$ cat config.mk
export PLATFORM = sky130hd
export DESIGN_NAME = dominant_color_frame_hash_core
export DESIGN_NICKNAME = d
export VERILOG_FILES = /design/src/dcfh_pkg.sv /design/src/dominant_color_frame_hash_core.sv
export SDC_FILE = /design/constraint.sdc
export NUM_CORES = 2
export LEC_CHECK = 0
export BUFFER_PORTS_ARGS = -buffer_cell sky130_fd_sc_hd__clkbuf_2
export CORE_AREA = 3 3 284 286
export CTS_BUF_LIST = sky130_fd_sc_hd__clkbuf_8
export CTS_CLUSTER_DIAMETER = 60
export DETAILED_ROUTE_END_ITERATION = 12
export DIE_AREA = 0 0 287 289
export GPL_TIMING_DRIVEN = 0
export PLACE_DENSITY_LB_ADDON = 0.12
export SYNTH_ARGS = -nofsm -noshare
export SYNTH_HDL_FRONTEND = slang
export SYNTH_SLANG_ARGS = --single-unit
$ cat constraint.sdc
create_clock -name clk -period 19.1 [get_ports clk]
set_input_delay 2.865 -clock clk [delete_from_list [all_inputs] [get_ports clk]]
set_output_delay 2.865 -clock clk [all_outputs]
set_load 0.02 [all_outputs]
$ cat src/dcfh_pkg.sv
`default_nettype none

package dcfh_pkg;

    localparam int PIX_W           = 8;
    localparam int COUNT_W         = 17;
    localparam int PCT_W           = 7;
    localparam int TOTAL_W         = COUNT_W + 2;
    localparam int PROD_W          = TOTAL_W + PCT_W;
    localparam int DIFF_W          = COUNT_W + 1;
    localparam int SCALED_W        = PROD_W + 2;
    localparam int INDEX_W         = 7;
    localparam int HASH_W          = 64;
    localparam int COLOR_W         = 3;
    localparam int PCT_SCALE       = 100;
    localparam int RUN_LENGTH      = 16;
    localparam int PATTERN_FRAMES  = 64;
    localparam int FRAME_INDEX_MAX = 64;

    typedef enum logic [COLOR_W-1:0] {
        COLOR_RED   = 3'd0,
        COLOR_GREEN = 3'd1,
        COLOR_BLUE  = 3'd2,
        COLOR_LEVEL = 3'd3,
        COLOR_NONE  = 3'd4
    } color_t;

    typedef logic [COUNT_W-1:0] count_t;

endpackage

`default_nettype wire

$ cat src/dominant_color_frame_hash_core.sv
`default_nettype none

// Channel   Handshake                  Words
// pixel     pix_valid / pix_stall      blue, green, red, last_of_frame, last_of_video
// result    res_valid / res_stall      frame_color, frame_number, hash_value, video_done
// config    min_percent_diff_wr        min_percent_diff
//
// One pixel a cycle is accepted while pix_stall is low; pixels that do not end a frame leave no result.
// A frame end passes through the input register, count snapshot, margin product, and color compare
// and hash update into the result register before it shows on res_valid.
// The four color counters take the next frame's pixels while the decision runs.
// Reset clears counters, frame index, hash, minimum percent setting and all stage valid bits.
// A stalled result holds; the pixel side keeps moving until the stages behind it fill.

module dominant_color_frame_hash_core (
    input  wire logic                              clk,
    input  wire logic                              rst_n,
    input  wire logic                              min_percent_diff_wr,
    input  wire logic [dcfh_pkg::PCT_W-1:0]        min_percent_diff,
    input  wire logic                              pix_valid,
    output logic                                   pix_stall,
    input  wire logic [dcfh_pkg::PIX_W-1:0]        blue,
    input  wire logic [dcfh_pkg::PIX_W-1:0]        green,
    input  wire logic [dcfh_pkg::PIX_W-1:0]        red,
    input  wire logic                              last_of_frame,
    input  wire logic                              last_of_video,
    output logic                                   res_valid,
    input  wire logic                              res_stall,
    output logic [dcfh_pkg::COLOR_W-1:0]           frame_color,
    output logic [dcfh_pkg::INDEX_W-1:0]           frame_number,
    output logic [dcfh_pkg::HASH_W-1:0]            hash_value,
    output logic                                   video_done
);
    import dcfh_pkg::*;

    localparam logic [INDEX_W-1:0] LAST_PATTERN = INDEX_W'(PATTERN_FRAMES - 1);
    localparam logic [INDEX_W-1:0] PATTERN_LEN  = INDEX_W'(PATTERN_FRAMES);
    localparam logic [INDEX_W-1:0] INDEX_MAX    = INDEX_W'(FRAME_INDEX_MAX);

    function automatic count_t sat_inc(input count_t c);
        sat_inc = (c == '1) ? c : c + count_t'(1);
    endfunction

    logic [PCT_W-1:0]   pct_reg;

    logic               s0_v_reg;
    logic [PIX_W-1:0]   s0_blue_reg;
    logic [PIX_W-1:0]   s0_green_reg;
    logic [PIX_W-1:0]   s0_red_reg;
    logic               s0_end_reg;
    logic               s0_video_reg;

    count_t             blue_cnt_reg;
    count_t             green_cnt_reg;
    count_t             red_cnt_reg;
    count_t             level_cnt_reg;
    count_t             blue_cnt_next;
    count_t             green_cnt_next;
    count_t             red_cnt_next;
    count_t             level_cnt_next;

    logic               s1_v_reg;
    count_t             s1_blue_reg;
    count_t             s1_green_reg;
    count_t             s1_red_reg;
    count_t             s1_level_reg;
    logic               s1_video_reg;

    logic               s2_v_reg;
    logic [PROD_W-1:0]  s2_prod_reg;
    logic               s2_level_reg;
    logic signed [DIFF_W-1:0] s2_br_reg;
    logic signed [DIFF_W-1:0] s2_bg_reg;
    logic signed [DIFF_W-1:0] s2_gr_reg;
    logic               s2_video_reg;

    logic               out_v_reg;
    color_t             out_color_reg;
    logic [INDEX_W-1:0] out_index_reg;
    logic [HASH_W-1:0]  out_hash_reg;
    logic               out_video_reg;

    logic [INDEX_W-1:0] frame_idx_reg;
    logic [HASH_W-1:0]  hash_reg;

    logic out_load;
    logic s2_free;
    logic s1_move;
    logic s1_free;
    logic s0_move;
    logic s0_free;
    logic pix_take;

    logic [TOTAL_W-1:0] total;
    logic [PROD_W-1:0]  product;

    logic signed [SCALED_W-1:0] margin_s;
    logic signed [SCALED_W-1:0] sc_br;
    logic signed [SCALED_W-1:0] sc_bg;
    logic signed [SCALED_W-1:0] sc_gr;
    logic signed [SCALED_W-1:0] sc_gb;
    logic signed [SCALED_W-1:0] sc_rg;
    logic signed [SCALED_W-1:0] sc_rb;
    color_t             color;
    logic [1:0]         expect_code;
    logic [5:0]         bit_pos;
    logic               hit;
    logic [HASH_W-1:0]  hash_next;

    assign out_load = s2_v_reg && (!out_v_reg || !res_stall);
    assign s2_free  = !s2_v_reg || out_load;
    assign s1_move  = s1_v_reg && s2_free;
    assign s1_free  = !s1_v_reg || s1_move;
    assign s0_move  = s0_v_reg && (!s0_end_reg || s1_free);
    assign s0_free  = !s0_v_reg || s0_move;
    assign pix_stall = !s0_free;
    assign pix_take  = pix_valid && s0_free;

    always_comb
    begin
        blue_cnt_next  = blue_cnt_reg;
        green_cnt_next = green_cnt_reg;
        red_cnt_next   = red_cnt_reg;
        level_cnt_next = level_cnt_reg;
        if (s0_blue_reg > s0_red_reg && s0_blue_reg > s0_green_reg)
        begin
            blue_cnt_next = sat_inc(blue_cnt_reg);
        end
        else if (s0_green_reg > s0_red_reg && s0_green_reg > s0_blue_reg)
        begin
            green_cnt_next = sat_inc(green_cnt_reg);
        end
        else if (s0_red_reg > s0_green_reg && s0_red_reg > s0_blue_reg)
        begin
            red_cnt_next = sat_inc(red_cnt_reg);
        end
        else
        begin
            level_cnt_next = sat_inc(level_cnt_reg);
        end
    end

    assign total = TOTAL_W'(s1_blue_reg) + TOTAL_W'(s1_green_reg)
                 + TOTAL_W'(s1_red_reg) + TOTAL_W'(s1_level_reg);
    assign product = PROD_W'(total) * PROD_W'(pct_reg);

    always_comb
    begin
        margin_s = $signed({2'b00, s2_prod_reg});
        sc_br = SCALED_W'(s2_br_reg) * SCALED_W'(PCT_SCALE);
        sc_bg = SCALED_W'(s2_bg_reg) * SCALED_W'(PCT_SCALE);
        sc_gr = SCALED_W'(s2_gr_reg) * SCALED_W'(PCT_SCALE);
        sc_gb = -sc_bg;
        sc_rg = -sc_gr;
        sc_rb = -sc_br;
        if (s2_level_reg)
        begin
            color = COLOR_LEVEL;
        end
        else if (sc_br > margin_s && sc_bg > margin_s)
        begin
            color = COLOR_BLUE;
        end
        else if (sc_gr > margin_s && sc_gb > margin_s)
        begin
            color = COLOR_GREEN;
        end
        else if (sc_rg > margin_s && sc_rb > margin_s)
        begin
            color = COLOR_RED;
        end
        else
        begin
            color = COLOR_NONE;
        end
    end

    always_comb
    begin
        expect_code = 2'((frame_idx_reg / RUN_LENGTH) & INDEX_W'(3));
        bit_pos     = 6'(LAST_PATTERN - frame_idx_reg);
        hit = (frame_idx_reg < PATTERN_LEN)
           && (color == color_t'({1'b0, expect_code}));
        hash_next = hash_reg;
        if (hit)
        begin
            hash_next[bit_pos] = 1'b1;
        end
    end

    always_ff @(posedge clk or negedge rst_n)
    begin
        if (!rst_n)
        begin
            pct_reg       <= '0;
            s0_v_reg      <= 1'b0;
            s1_v_reg      <= 1'b0;
            s2_v_reg      <= 1'b0;
            out_v_reg     <= 1'b0;
            blue_cnt_reg  <= '0;
            green_cnt_reg <= '0;
            red_cnt_reg   <= '0;
            level_cnt_reg <= '0;
            frame_idx_reg <= '0;
            hash_reg      <= '0;
        end
        else
        begin
            if (min_percent_diff_wr)
            begin
                pct_reg <= min_percent_diff;
            end

            if (pix_take)
            begin
                s0_v_reg <= 1'b1;
            end
            else if (s0_move)
            begin
                s0_v_reg <= 1'b0;
            end

            if (s0_move)
            begin
                if (s0_end_reg)
                begin
                    blue_cnt_reg  <= '0;
                    green_cnt_reg <= '0;
                    red_cnt_reg   <= '0;
                    level_cnt_reg <= '0;
                end
                else
                begin
                    blue_cnt_reg  <= blue_cnt_next;
                    green_cnt_reg <= green_cnt_next;
                    red_cnt_reg   <= red_cnt_next;
                    level_cnt_reg <= level_cnt_next;
                end
            end

            if (s0_move && s0_end_reg)
            begin
                s1_v_reg <= 1'b1;
            end
            else if (s1_move)
            begin
                s1_v_reg <= 1'b0;
            end

            if (s1_move)
            begin
                s2_v_reg <= 1'b1;
            end
            else if (out_load)
            begin
                s2_v_reg <= 1'b0;
            end

            if (out_load)
            begin
                out_v_reg <= 1'b1;
                if (s2_video_reg)
                begin
                    frame_idx_reg <= '0;
                    hash_reg      <= '0;
                end
                else
                begin
                    hash_reg <= hash_next;
                    if (frame_idx_reg < INDEX_MAX)
                    begin
                        frame_idx_reg <= frame_idx_reg + INDEX_W'(1);
                    end
                end
            end
            else if (!res_stall)
            begin
                out_v_reg <= 1'b0;
            end
        end
    end

    always_ff @(posedge clk)
    begin
        if (pix_take)
        begin
            s0_blue_reg  <= blue;
            s0_green_reg <= green;
            s0_red_reg   <= red;
            s0_end_reg   <= last_of_frame || last_of_video;
            s0_video_reg <= last_of_video;
        end
        if (s0_move && s0_end_reg)
        begin
            s1_blue_reg  <= blue_cnt_next;
            s1_green_reg <= green_cnt_next;
            s1_red_reg   <= red_cnt_next;
            s1_level_reg <= level_cnt_next;
            s1_video_reg <= s0_video_reg;
        end
        if (s1_move)
        begin
            s2_prod_reg  <= product;
            s2_level_reg <= (s1_level_reg >= s1_blue_reg) && (s1_level_reg >= s1_green_reg)
                         && (s1_level_reg >= s1_red_reg);
            s2_br_reg    <= $signed({1'b0, s1_blue_reg}) - $signed({1'b0, s1_red_reg});
            s2_bg_reg    <= $signed({1'b0, s1_blue_reg}) - $signed({1'b0, s1_green_reg});
            s2_gr_reg    <= $signed({1'b0, s1_green_reg}) - $signed({1'b0, s1_red_reg});
            s2_video_reg <= s1_video_reg;
        end
        if (out_load)
        begin
            out_color_reg <= color;
            out_index_reg <= frame_idx_reg;
            out_hash_reg  <= hash_next;
            out_video_reg <= s2_video_reg;
        end
    end

    assign res_valid    = out_v_reg;
    assign frame_color  = out_color_reg;
    assign frame_number = out_index_reg;
    assign hash_value   = out_hash_reg;
    assign video_done   = out_video_reg;

`ifndef SYNTHESIS
    a_index_bound: assert property (@(posedge clk) disable iff (!rst_n)
        frame_idx_reg <= INDEX_MAX)
        else $error("frame index past its limit");

    a_video_clear: assert property (@(posedge clk) disable iff (!rst_n)
        out_load && s2_video_reg |=> frame_idx_reg == '0 && hash_reg == '0)
        else $error("video end did not clear index and hash");

    a_hash_grow: assert property (@(posedge clk) disable iff (!rst_n)
        !(out_load && s2_video_reg) |=> (hash_reg & $past(hash_reg)) == $past(hash_reg))
        else $error("hash bit lost within a video");

    a_no_overtake: assert property (@(posedge clk) disable iff (!rst_n)
        s0_move && s0_end_reg |-> s1_free)
        else $error("frame end entered a busy snapshot stage");
`endif

endmodule

`default_nettype wire
==> results.yml <==
run_status:
  status: "complete, no violations"
clock_tree:
  cts.hold.buffers_added: 0
  cts_buffers: 72
  clk_pin_slew_ns: 0.06
  cts.path.max_buffers: 3
  cts_setup_buffers: 0
  cts-root-buf: "clkbuf_8"
  cts_tree: "done"
  clock_latency_ns: 0.66
  htreeDepth: 3
  cts.sinks: 402
  post_cts_resized: 0
setup_path:
  worstPathRequired_ns: 19.47
  critPathArrivalTime_ns: 9.53
  setup.worst_path.class: "reg -> reg"
  cpMostUsedCell: "fa_1"
  slowest_stage: "fa_1"
  cp_max_fo: 7
  slowest_delay_ns: 0.63
  setup.worst_path.end_class: "flip-flop"
  start_kind: "flip-flop"
floorplan:
  num_rows: 103
  die_h_um: 289
  ios: 115
  die-area_mm2: 0.0829
  fp.dieW_um: 287
  core_mm2: 0.0786
  start_util: 0.447
synthesis:
  synth_warnings: 0
  syn_area_per_cell_um2: 10.1
  synthDistinctLibCells: 107
  yosysTopAreaCellShare: 0.215
  ys_seq_elements: 402
  syn_nets: 4184
  yosys.area.top_type: "edfxtp_1"
  synth_cells: 3466
  ys_seq_area_frac: 0.322
  synth_area_mm2: 0.0351
  synth_top_cells_by_area: "edfxtp_1 22%, ha_1 18%, dfrtp_1 11%"
  async_reset_ff_frac: 0.373
  synth-edff-count: 252
  synth_flop_cell: "edfxtp_1"
timing:
  finalMaxSlewViolations: 0
  rsz0062_at_grt: "false"
  clock.fmax_ghz: 0.109
  setup_viol: 0
  period_minus_slack_ns: 9.16
  hold_viol: 0
  tightest_slew_ns: 1.14
  slew_headroom: 0.228
  finalClockSkew_ns: 0.0411
  fin_tns_setup_ns: 0
  post-route-period-util: 0.479
run:
  cap_violations: 0
finish:
  area_growth_pct: 10.1
  drive_above_1_share: 0.0851
  nets: 4375
routing:
  via_per_inst: 5.48
  ant_nets: 0
  via_count: 26100
  post_drt_wl_per_cell_um: 19.6
  drc: 0
  drt_pass1_iterations: 6
  wl_mm: 93.4
  drt_iter0_drc: 1608
grt:
  grt_pass1_wl_mm: 146
  grt_usage: 0.227
  grt_max_degree: 96
  grt_pass1_vias: 25700
  antenna_found_initial: 1
  grt.overflow.total: 0
placement:
  gp_congestion: 0.907
  place.port_buffers: 113
  dp_hpwl_mm: 73.8
hold_path:
  min_path_type: "reg -> reg"
metal layers:
layer	global-route usage	wire length, µm
met5	0	0
met3	0.0257	3380
met1	0.320	44600
met4	0.0538	1940
met2	0.374	43500
logic make-up (layout without fill, tap and decap cells):
group / count (synthesis) / count (layout) / share of synthesized area
and+or+nand+nor: 992 / 992 / 0.143
AOI/OAI and AO/OA: 775 / 775 / 0.148
adders and majority gates: 680 / 680 / 0.278
DFF: 402 / 402 / 0.322
buffers and inverters: 347 / 596 / 0.0391
xor gates and xnor gates: 235 / 235 / 0.0592
muxes: 35 / 35 / 0.0107
other: 0 / 1 / 0
cells in the final DEF, fill, tap and decap left out, drive strengths merged, types with 26 or more instances in the layout:
master	instances
o21bai	54
a21oi	146
nand2	299
o21ai	194
nor3	67
xnor2	172
and3	41
clkbuf	262
nand3	70
a21o	101
a22o	26
a31oi	48
and2	57
fa	169
o21a	31
nor2	193
xor2	63
edfxtp	252
nand4	60
ha	511
nor2b	52
dfrtp	150
nand2b	32
inv	284
cell usage after synthesis (all sizes together), types with 7 or more instances:
library cell,n
ha,511
nand2,299
inv,257
edfxtp,252
o21ai,194
nor2,193
xnor2,172
fa,169
dfrtp,150
a21oi,146
a21o,101
clkbuf,73
nand3,70
nor3,67
xor2,63
nand4,60
and2,57
o21bai,54
nor2b,52
a31oi,48
and3,41
nand2b,32
o21a,31
a22o,26
mux2i,24
nor4,24
a21boi,21
o31ai,21
or3,21
o211ai,19
a211oi,17
buf,17
or2,16
and4,15
nor3b,12
mux2,10
a221o,9
a2111oi,8
a211o,8
nand3b,8
a311oi,7
a32o,7
worst paths after layout:
| check | startpoint | end | slack [ns] | cells after the start |
|---|---|---|---|---|
| max | s1_blue_reg[1] | s2_prod_reg[25] | 9.94 | 32 |
| min | s1_video_reg | s2_video_reg | 0.41 | 0 |
| max reg2reg | s1_blue_reg[1] | s2_prod_reg[25] | 9.94 | 32 |
| min reg2reg | s1_video_reg | s2_video_reg | 0.41 | 0 |
| max in group asynchronous | rst_n | pct_reg[5] | 15.92 | 2 |
| min in group asynchronous | rst_n | hash_reg[54] | 2.16 | 1 |
metrics by stage:
step,setup WS (ns),std cells,instance area [µm²],util,hold WS (ns)
finish,9.94,4766,38700,0.492,0.410
global route,9.30,4766,38700,0.492,0.401
CTS,9.98,4765,38700,0.492,0.395
detailed placement,10.00,4633,37100,0.472,0.405
global placement,10.04,4629,37000,0.471,0.402
floorplan,11.08,3466,35100,-,0.400
worst max-delay path, delay by kind of cell, from the launching register on:
kind	cells	cell delay [ns]
buffers and inverters	4	0.25
xor gates and xnor gates	1	0.09
DFF	1	0.56
adders and majority gates	9	3.86
and+or+nand+nor	4	1.02
AOI/OAI and AO/OA	14	3.09
cell type report:
class,count,area (µm²)
multi-input cells,2717,22500
fillers,7509,39900
inverters,257,967
diodes,1,2.50
plain buffers,90,414
repair buffers,117,662
well taps,1050,1310
clock inverters,56,499
clock buffers,76,1050
flip-flops and latches,402,11300
Power is left out: the tool's default activity adds up to more than one toggle a clock period on the data nets, which glitch-free logic cannot reach.
